File: config.mk
export PLATFORM = sky130hd
export DESIGN_NAME = length_prefixed_frame_deframer_top
export DESIGN_NICKNAME = d
export VERILOG_FILES = /design/src/design/lpfd_pkg.sv /design/src/design/lpfd_core.sv /design/src/design/lpfd_obuf.sv /design/src/design/length_prefixed_frame_deframer_top.sv
export VERILOG_INCLUDE_DIRS = /design/src /design/src/design
export SDC_FILE = /design/constraint.sdc
export NUM_CORES = 1
export LEC_CHECK = 0
export ABC_AREA = 1
export BUFFER_PORTS_ARGS = -buffer_cell sky130_fd_sc_hd__buf_2
export CORE_MARGIN = 3
export CORE_UTILIZATION = 60
export CTS_CLUSTER_SIZE = 20
export DETAILED_ROUTE_END_ITERATION = 10
export PLACE_DENSITY_LB_ADDON = 0.3
export SLEW_MARGIN = 5
export SYNTH_ARGS = -nofsm -noshare
export SYNTH_HDL_FRONTEND = slang
export SYNTH_SLANG_ARGS = --single-unit
File: constraint.sdc
create_clock -name i_clk -period 4.6 [get_ports i_clk]
set_input_delay 0.92 -clock i_clk [delete_from_list [all_inputs] [get_ports i_clk]]
set_output_delay 0.92 -clock i_clk [all_outputs]
set_load 0.005 [all_outputs]
File: src/design/length_prefixed_frame_deframer_top_macros.svh
// Assertion macros shared by the deframer modules.
// Depends on nothing; included by the files that carry assertions.
`ifndef LENGTH_PREFIXED_FRAME_DEFRAMER_TOP_MACROS_SVH
`define LENGTH_PREFIXED_FRAME_DEFRAMER_TOP_MACROS_SVH

// Same-cycle implication, disabled while reset is asserted.
`define LPFD_ASSERT_NOW(label, clk, rst_n, ante, cons) \
    label: assert property (@(posedge clk) disable iff (!(rst_n)) (ante) |-> (cons)) \
        else $error("Deframer check failed in the same cycle.");

// Next-cycle implication, disabled while reset is asserted.
`define LPFD_ASSERT_NEXT(label, clk, rst_n, ante, cons) \
    label: assert property (@(posedge clk) disable iff (!(rst_n)) (ante) |=> (cons)) \
        else $error("Deframer check failed one cycle later.");

`endif

File: src/design/lpfd_pkg.sv
// Types and constants of the length-prefixed frame deframer.
// Depends on nothing; used by every deframer module.
package lpfd_pkg;

    localparam logic [7:0] RESET_MAGIC = 8'h81;

    typedef enum logic [2:0] {
        PH_MAGIC   = 3'd0,
        PH_LENGTH  = 3'd1,
        PH_TYPE    = 3'd2,
        PH_CHECK   = 3'd3,
        PH_PAYLOAD = 3'd4
    } t_phase;

    typedef enum logic [2:0] {
        ST_OK        = 3'd0,
        ST_BAD_MAGIC = 3'd1,
        ST_NO_HEADER = 3'd2,
        ST_BAD_SUM   = 3'd3,
        ST_TRUNCATED = 3'd4
    } t_status;

    typedef struct packed {
        logic       req_type;
        logic [7:0] rx_byte;
    } t_in_item;

    typedef struct packed {
        logic       has_data;
        logic [7:0] payload_byte;
        logic       frame_end;
        t_status    frame_status;
        logic [7:0] frame_type;
        logic [7:0] payload_length;
    } t_out_item;

endpackage

File: src/design/lpfd_core.sv
// Frame state registers and the per-byte deframing logic.
// Depends on lpfd_pkg and the assertion macro header.
`include "length_prefixed_frame_deframer_top_macros.svh"

module lpfd_core (
    input  logic               i_clk,
    input  logic               i_rst_n,
    input  logic               i_cfg_wr_en,
    input  logic [7:0]         i_cfg_wr_data,
    input  logic               i_accept,
    input  lpfd_pkg::t_in_item i_item,
    output logic               o_res_valid,
    output lpfd_pkg::t_out_item o_res
);
    import lpfd_pkg::*;

    logic [7:0] r_magic;
    t_phase     r_phase,  n_phase;
    logic       r_matched, n_matched;
    logic [7:0] r_rem,    n_rem;
    logic [7:0] r_sum,    n_sum;
    logic [7:0] r_exp,    n_exp;
    logic [7:0] r_type,   n_type;
    logic [7:0] r_len,    n_len;

    logic [7:0] b;
    logic       tmo;
    logic [7:0] rem_dec;
    logic       rem_last;
    logic [7:0] sum_add;
    logic       res_end;
    logic       res_data;
    logic       idle_tmo;

    assign b        = i_item.rx_byte;
    assign tmo      = i_item.req_type;
    assign rem_dec  = r_rem - 8'd1;
    assign rem_last = (r_rem == 8'd1);
    assign sum_add  = r_sum + b;

    always_comb begin
        n_phase   = r_phase;
        n_matched = r_matched;
        n_rem     = r_rem;
        n_sum     = r_sum;
        n_exp     = r_exp;
        n_type    = r_type;
        n_len     = r_len;
        if (i_accept) begin
            if (tmo) begin
                n_phase   = PH_MAGIC;
                n_matched = 1'b0;
                n_rem     = 8'd0;
                n_sum     = 8'd0;
                n_exp     = 8'd0;
                n_type    = 8'd0;
                n_len     = 8'd0;
            end else begin
                unique case (r_phase)
                    PH_LENGTH: begin
                        if (!r_matched || b == 8'd0) begin
                            n_phase   = PH_MAGIC;
                            n_matched = 1'b0;
                            n_len     = 8'd0;
                        end else begin
                            n_phase = PH_TYPE;
                            n_len   = b;
                            n_rem   = b;
                        end
                    end
                    PH_TYPE: begin
                        if (rem_last) begin
                            n_phase   = PH_MAGIC;
                            n_matched = 1'b0;
                            n_rem     = 8'd0;
                            n_len     = 8'd0;
                        end else begin
                            n_phase = PH_CHECK;
                            n_type  = b;
                            n_rem   = rem_dec;
                        end
                    end
                    PH_CHECK: begin
                        if (rem_last) begin
                            n_phase   = PH_MAGIC;
                            n_matched = 1'b0;
                            n_rem     = 8'd0;
                            n_type    = 8'd0;
                            n_len     = 8'd0;
                        end else begin
                            n_phase = PH_PAYLOAD;
                            n_exp   = b;
                            n_rem   = rem_dec;
                        end
                    end
                    PH_PAYLOAD: begin
                        if (rem_last) begin
                            n_phase   = PH_MAGIC;
                            n_matched = 1'b0;
                            n_rem     = 8'd0;
                            n_sum     = 8'd0;
                            n_exp     = 8'd0;
                            n_type    = 8'd0;
                            n_len     = 8'd0;
                        end else begin
                            n_sum = sum_add;
                            n_rem = rem_dec;
                        end
                    end
                    default: begin
                        n_phase   = PH_LENGTH;
                        n_matched = (b == r_magic);
                        n_rem     = 8'd0;
                        n_sum     = 8'd0;
                        n_exp     = 8'd0;
                        n_type    = 8'd0;
                        n_len     = 8'd0;
                    end
                endcase
            end
        end
    end

    always_comb begin
        o_res_valid = 1'b0;
        o_res       = '0;
        if (tmo) begin
            if (r_phase != PH_MAGIC) begin
                o_res_valid        = i_accept;
                o_res.frame_end    = 1'b1;
                o_res.frame_status = ST_TRUNCATED;
                if (r_phase == PH_CHECK || r_phase == PH_PAYLOAD) begin
                    o_res.frame_type = r_type;
                end
                if (r_phase == PH_PAYLOAD) begin
                    o_res.payload_length = r_len - 8'd2 - r_rem;
                end
            end
        end else begin
            unique case (r_phase)
                PH_LENGTH: begin
                    if (!r_matched) begin
                        o_res_valid        = i_accept;
                        o_res.frame_end    = 1'b1;
                        o_res.frame_status = ST_BAD_MAGIC;
                    end else if (b == 8'd0) begin
                        o_res_valid        = i_accept;
                        o_res.frame_end    = 1'b1;
                        o_res.frame_status = ST_NO_HEADER;
                    end
                end
                PH_TYPE: begin
                    if (rem_last) begin
                        o_res_valid        = i_accept;
                        o_res.frame_end    = 1'b1;
                        o_res.frame_status = ST_NO_HEADER;
                        o_res.frame_type   = b;
                    end
                end
                PH_CHECK: begin
                    if (rem_last) begin
                        o_res_valid        = i_accept;
                        o_res.frame_end    = 1'b1;
                        o_res.frame_status = (r_sum == b) ? ST_OK : ST_BAD_SUM;
                        o_res.frame_type   = r_type;
                    end
                end
                PH_PAYLOAD: begin
                    o_res_valid        = i_accept;
                    o_res.has_data     = 1'b1;
                    o_res.payload_byte = b;
                    if (rem_last) begin
                        o_res.frame_end      = 1'b1;
                        o_res.frame_status   = (sum_add == r_exp) ? ST_OK : ST_BAD_SUM;
                        o_res.frame_type     = r_type;
                        o_res.payload_length = r_len - 8'd2;
                    end
                end
                default: begin
                    o_res_valid = 1'b0;
                end
            endcase
        end
    end

    always_ff @(posedge i_clk) begin
        if (!i_rst_n) begin
            r_magic   <= RESET_MAGIC;
            r_phase   <= PH_MAGIC;
            r_matched <= 1'b0;
            r_rem     <= 8'd0;
            r_sum     <= 8'd0;
            r_exp     <= 8'd0;
            r_type    <= 8'd0;
            r_len     <= 8'd0;
        end else begin
            if (i_cfg_wr_en) begin
                r_magic <= i_cfg_wr_data;
            end
            r_phase   <= n_phase;
            r_matched <= n_matched;
            r_rem     <= n_rem;
            r_sum     <= n_sum;
            r_exp     <= n_exp;
            r_type    <= n_type;
            r_len     <= n_len;
        end
    end

    assign res_end  = o_res_valid && o_res.frame_end;
    assign res_data = o_res_valid && o_res.has_data;
    assign idle_tmo = i_accept && tmo && (r_phase == PH_MAGIC);

    `LPFD_ASSERT_NEXT(a_end_returns_idle, i_clk, i_rst_n, res_end, r_phase == PH_MAGIC)
    `LPFD_ASSERT_NOW(a_data_only_in_payload, i_clk, i_rst_n, res_data, r_phase == PH_PAYLOAD)
    `LPFD_ASSERT_NOW(a_idle_timeout_silent, i_clk, i_rst_n, idle_tmo, !o_res_valid)

endmodule

File: src/design/lpfd_obuf.sv
// Two-entry result buffer between the deframing logic and the output channel.
// Depends on lpfd_pkg and the assertion macro header.
`include "length_prefixed_frame_deframer_top_macros.svh"

module lpfd_obuf (
    input  logic                i_clk,
    input  logic                i_rst_n,
    input  logic                i_push,
    input  lpfd_pkg::t_out_item i_push_item,
    output logic                o_has_room,
    output logic                o_out_valid,
    input  logic                i_out_ready,
    output lpfd_pkg::t_out_item o_out_data
);
    import lpfd_pkg::*;

    t_out_item  r_mem [2];
    logic       r_wr_ptr;
    logic       r_rd_ptr;
    logic [1:0] r_count;
    logic       pop;

    assign o_has_room  = (r_count != 2'd2);
    assign o_out_valid = (r_count != 2'd0);
    assign o_out_data  = r_mem[r_rd_ptr];
    assign pop         = o_out_valid && i_out_ready;

    always_ff @(posedge i_clk) begin
        if (i_push) begin
            r_mem[r_wr_ptr] <= i_push_item;
        end
    end

    always_ff @(posedge i_clk) begin
        if (!i_rst_n) begin
            r_wr_ptr <= 1'b0;
            r_rd_ptr <= 1'b0;
            r_count  <= 2'd0;
        end else begin
            if (i_push) begin
                r_wr_ptr <= ~r_wr_ptr;
            end
            if (pop) begin
                r_rd_ptr <= ~r_rd_ptr;
            end
            r_count <= r_count + {1'b0, i_push} - {1'b0, pop};
        end
    end

    `LPFD_ASSERT_NOW(a_count_bounded, i_clk, i_rst_n, 1'b1, r_count != 2'd3)
    `LPFD_ASSERT_NOW(a_no_push_when_full, i_clk, i_rst_n, i_push, o_has_room)

endmodule

File: src/design/length_prefixed_frame_deframer_top.sv
// Latency: a result is offered on the output channel in the cycle after its input transfer
// when the result buffer holds nothing older.
// Throughput: one input transfer per cycle while the output side keeps up.
// The two-entry result buffer sets the figure; with it full, input waits until a result leaves.
// Reset is synchronous and active low; it sets the magic byte to 0x81 and
// returns the deframer to waiting for a magic byte with an empty buffer.
module length_prefixed_frame_deframer_top (
    input  logic                i_clk,
    input  logic                i_rst_n,
    input  logic                i_cfg_wr_en,
    input  logic [7:0]          i_cfg_wr_data,
    input  logic                i_in_valid,
    output logic                o_in_ready,
    input  lpfd_pkg::t_in_item  i_in_data,
    output logic                o_out_valid,
    input  logic                i_out_ready,
    output lpfd_pkg::t_out_item o_out_data
);
    import lpfd_pkg::*;

    logic      accept;
    logic      res_valid;
    t_out_item res;
    logic      has_room;

    assign o_in_ready = has_room;
    assign accept     = i_in_valid && has_room;

    lpfd_core u_core (
        .i_clk         (i_clk),
        .i_rst_n       (i_rst_n),
        .i_cfg_wr_en   (i_cfg_wr_en),
        .i_cfg_wr_data (i_cfg_wr_data),
        .i_accept      (accept),
        .i_item        (i_in_data),
        .o_res_valid   (res_valid),
        .o_res         (res)
    );

    lpfd_obuf u_obuf (
        .i_clk       (i_clk),
        .i_rst_n     (i_rst_n),
        .i_push      (res_valid),
        .i_push_item (res),
        .o_has_room  (has_room),
        .o_out_valid (o_out_valid),
        .i_out_ready (i_out_ready),
        .o_out_data  (o_out_data)
    );

endmodule

==> results.ini <==
[hold_path]
hold_path.class=flip-flop to flip-flop
min_from=u_obuf.r_rd_ptr

[synthesis]
ys.flop_type=edfxtp_1
synth_fp_nets=737
synth_top_area_frac=0.2877
synth_area_leader_cell=edfxtp_1
async_reset_ff_frac=0
yosysSeqAreaShare=0.4761
yosysWarnings=0
netlist_area_sq_um=6055
yosys-top-cells-area=edfxtp_1 29%, dfxtp_1 19%, nand2_1 7.4%
ys_ff_latch=115
avgSynthCellArea_sq_um=8.724
yosysUniqueCellTypes=45
synth-edff-count=58
netlist_instances=694

[clock_network]
htreeDepth=4
root_buffer=clkbuf_8
clock_path_buffers=2
clk_pin_slew_ns=0.05
cts.sinks=115
post-cts-setup-buffer-count=0
numCtsBuffers=17
cts_tree=built
ctsResizeCount=0
holdBufCountCts=0
worstSkewPairLatency_ns=0.52

[outcome]
status=finished clean

[timing]
maxSlewHeadroom=0.4039
setup_viol=0
rsz0062_at_grt=no
min_period_ns=2.979
tightest_slew_ns=0.8892
finalHoldViolCount=0
final_max_slew_viol_count=0
tns_ns=0
fmax_mhz=335.7
fin_ws_ns=1.621
finalCritPeriodShare=0.6477
clock_skew_ns=0.006761

[power]
combPwrFrac=0.236
p_per_area_nw_per_um2=470.4
clock_power_share=0.400
swShare=0.2915
total_leakage_power_nw=2.926
p_seq_frac=0.364
ir_worst_vdd_v=0.0003015
switching_power_w=0.0009601
intPower_w=0.002333

[layout]
finalNetCount=791
layout_commonest_cell=nand2_1
multiInputGateArea_sq_um=2745
area_delta_synth_final_pct=15.64
fillerInstances=759
final_cell_mix=119 x nand2_1, 80 x inv_1, 63 x nor2_1, 58 x edfxtp_1, 57 x dfxtp_1
drive_above_1_share=0.1750
seqCellArea_sq_um=2883
antennaDiodeCount=0

[route]
via_count=5207
drt-pass1-iter-count=7
drt_iter0_drc=690
routed_via_density=5.831
wl_microns=14800
ant_nets=0
drcViolationCount=0
wl_per_cell_microns=16.57

[global_route]
antenna_found_initial=0
grt_pass1_wl_microns=23870
grtUsageTotal=0.2714
grt_pass1_vias=4976
overflow=0
grt_max_degree=33

[placement]
io_buffers=52
routabilityCongestion=1.024
dp_hpwl_microns=10300
dp_slack_ns=1.124

[critical_path]
startpoint_type=primary input
cpPeakStageDelay_ns=0.54
crit_slowest_cell=clkinv_1
cp.arrival_ns=3.17
path_cells=buf_2 -> clkinv_1 -> a21oi_1 -> inv_1 -> nand3_1 -> nand2_1 -> nor2_2 -> buf_4
reg2reg_from=u_core.r_phase[1]
crit_type=primary input to flip-flop
cp-startpoint=i_in_data[8]
end_kind=flip-flop
cp_max_fo=23
cp.required_ns=4.79

[flow_run]
maxCapViolCount=0

[die]
ioPinCount=53
dieArea_sq_um=11330
core_sq_um=9774
initial_core_util=0.6194
fp.dieH_microns=106.5
rows=36
dieWidth_microns=106.5

-- layout make-up --
class,instances,share of cell area
multi-input cells,470,0.3921
flip-flops and latches,115,0.4117
inverters,89,0.04807
clock inverters,10,0.02269
well taps,133,0.02377
repair buffers,55,0.04039
clock buffers,21,0.06129
-- sequential cells by signal, indices dropped and copies added (netlist names), named ones only --
| name | cells |
|---|---|
| u_obuf.r_wr_ptr | 1 |
| u_core.r_len | 8 |
| u_core.r_sum | 8 |
| u_obuf.r_count | 2 |
| u_core.r_magic | 8 |
| u_core.r_exp | 8 |
| u_core.r_type | 8 |
| u_obuf.r_rd_ptr | 1 |
| u_core.r_rem | 8 |
| u_core.r_phase | 3 |
| u_core.r_matched | 1 |
| u_obuf.r_mem | 58 |
-- power groups by stage --
stage	combinational [W]	sequential [W]	clock, W
after floorplan	0.000562	0.00121	0
after global placement	0.000737	0.00121	0
after detailed placement	0.000760	0.00122	0
after CTS	0.000770	0.00120	0.00133
after global routing	0.000860	0.00121	0.00138
final	0.000777	0.00120	0.00132
-- metal layers --
metal,vias up,share of wire,track usage
li1,2495,-,-
met1,2398,0.43,0.3472
met2,266,0.47,0.4389
met3,48,0.077,0.06193
met4,0,0.029,0.1260
met5,-,0,0
-- worst paths after layout --
check	cells past startpoint	to	slack, ns
min	1	u_obuf.r_rd_ptr	0.45
min reg2reg	1	u_obuf.r_rd_ptr	0.45
max reg2reg	9	u_obuf.r_mem[0][14]	1.87
max	8	u_obuf.r_mem[0][14]	1.62
-- synthesized netlist by cell type (all sizes together) (4+ instances only) --
cell type and number:
inv 85, clkbuf 14, buf 6, nand3 43
a21oi 53, o21ai 42, dfxtp 57, xnor2 7
a22oi 4, o22ai 14, ha 19, edfxtp 58
o32ai 7, xor2 10, nor2 70, nand2 121
clkinv 4, a31oi 7, nor3 18, mux2 29
a211oi 6, nand4 6
-- stage by stage --
step / hold slack, ns / instances / total power [W] / cell area, sq um / utilization
after detailed placement: 0.4444 / 862 / 0.001977 / 6414 / 0.6562
after global routing: 0.4920 / 893 / 0.003444 / 7002 / 0.7163
after floorplan: 0.4255 / 694 / 0.001767 / 6055 / -
after global placement: 0.4382 / 862 / 0.001951 / 6414 / 0.6562
after CTS: 0.4499 / 893 / 0.003296 / 7002 / 0.7163
final: 0.4527 / 893 / 0.003293 / 7002 / 0.7163
-- kinds of logic (layout without fill, tap and decap cells) --
logic type / Yosys count / count (layout) / share of synthesized area
AND/OR/NAND/NOR: 263 / 263 / 0.1895
AO/OA/AOI/OAI: 139 / 139 / 0.1349
flip-flops: 115 / 115 / 0.4761
buffers and inverters: 109 / 175 / 0.07130
multiplexers: 29 / 29 / 0.05394
adder cells (fa/ha/maj): 21 / 21 / 0.04588
XOR/XNOR: 18 / 18 / 0.02831
-- worst max-delay path: cells and delay by family --
family,cells,cell delay [ns]
compound gates,1,0.42
buf+inv,4,1.32
simple gates,3,0.50
No activity file was read; power rests on OpenSTA's default activity.
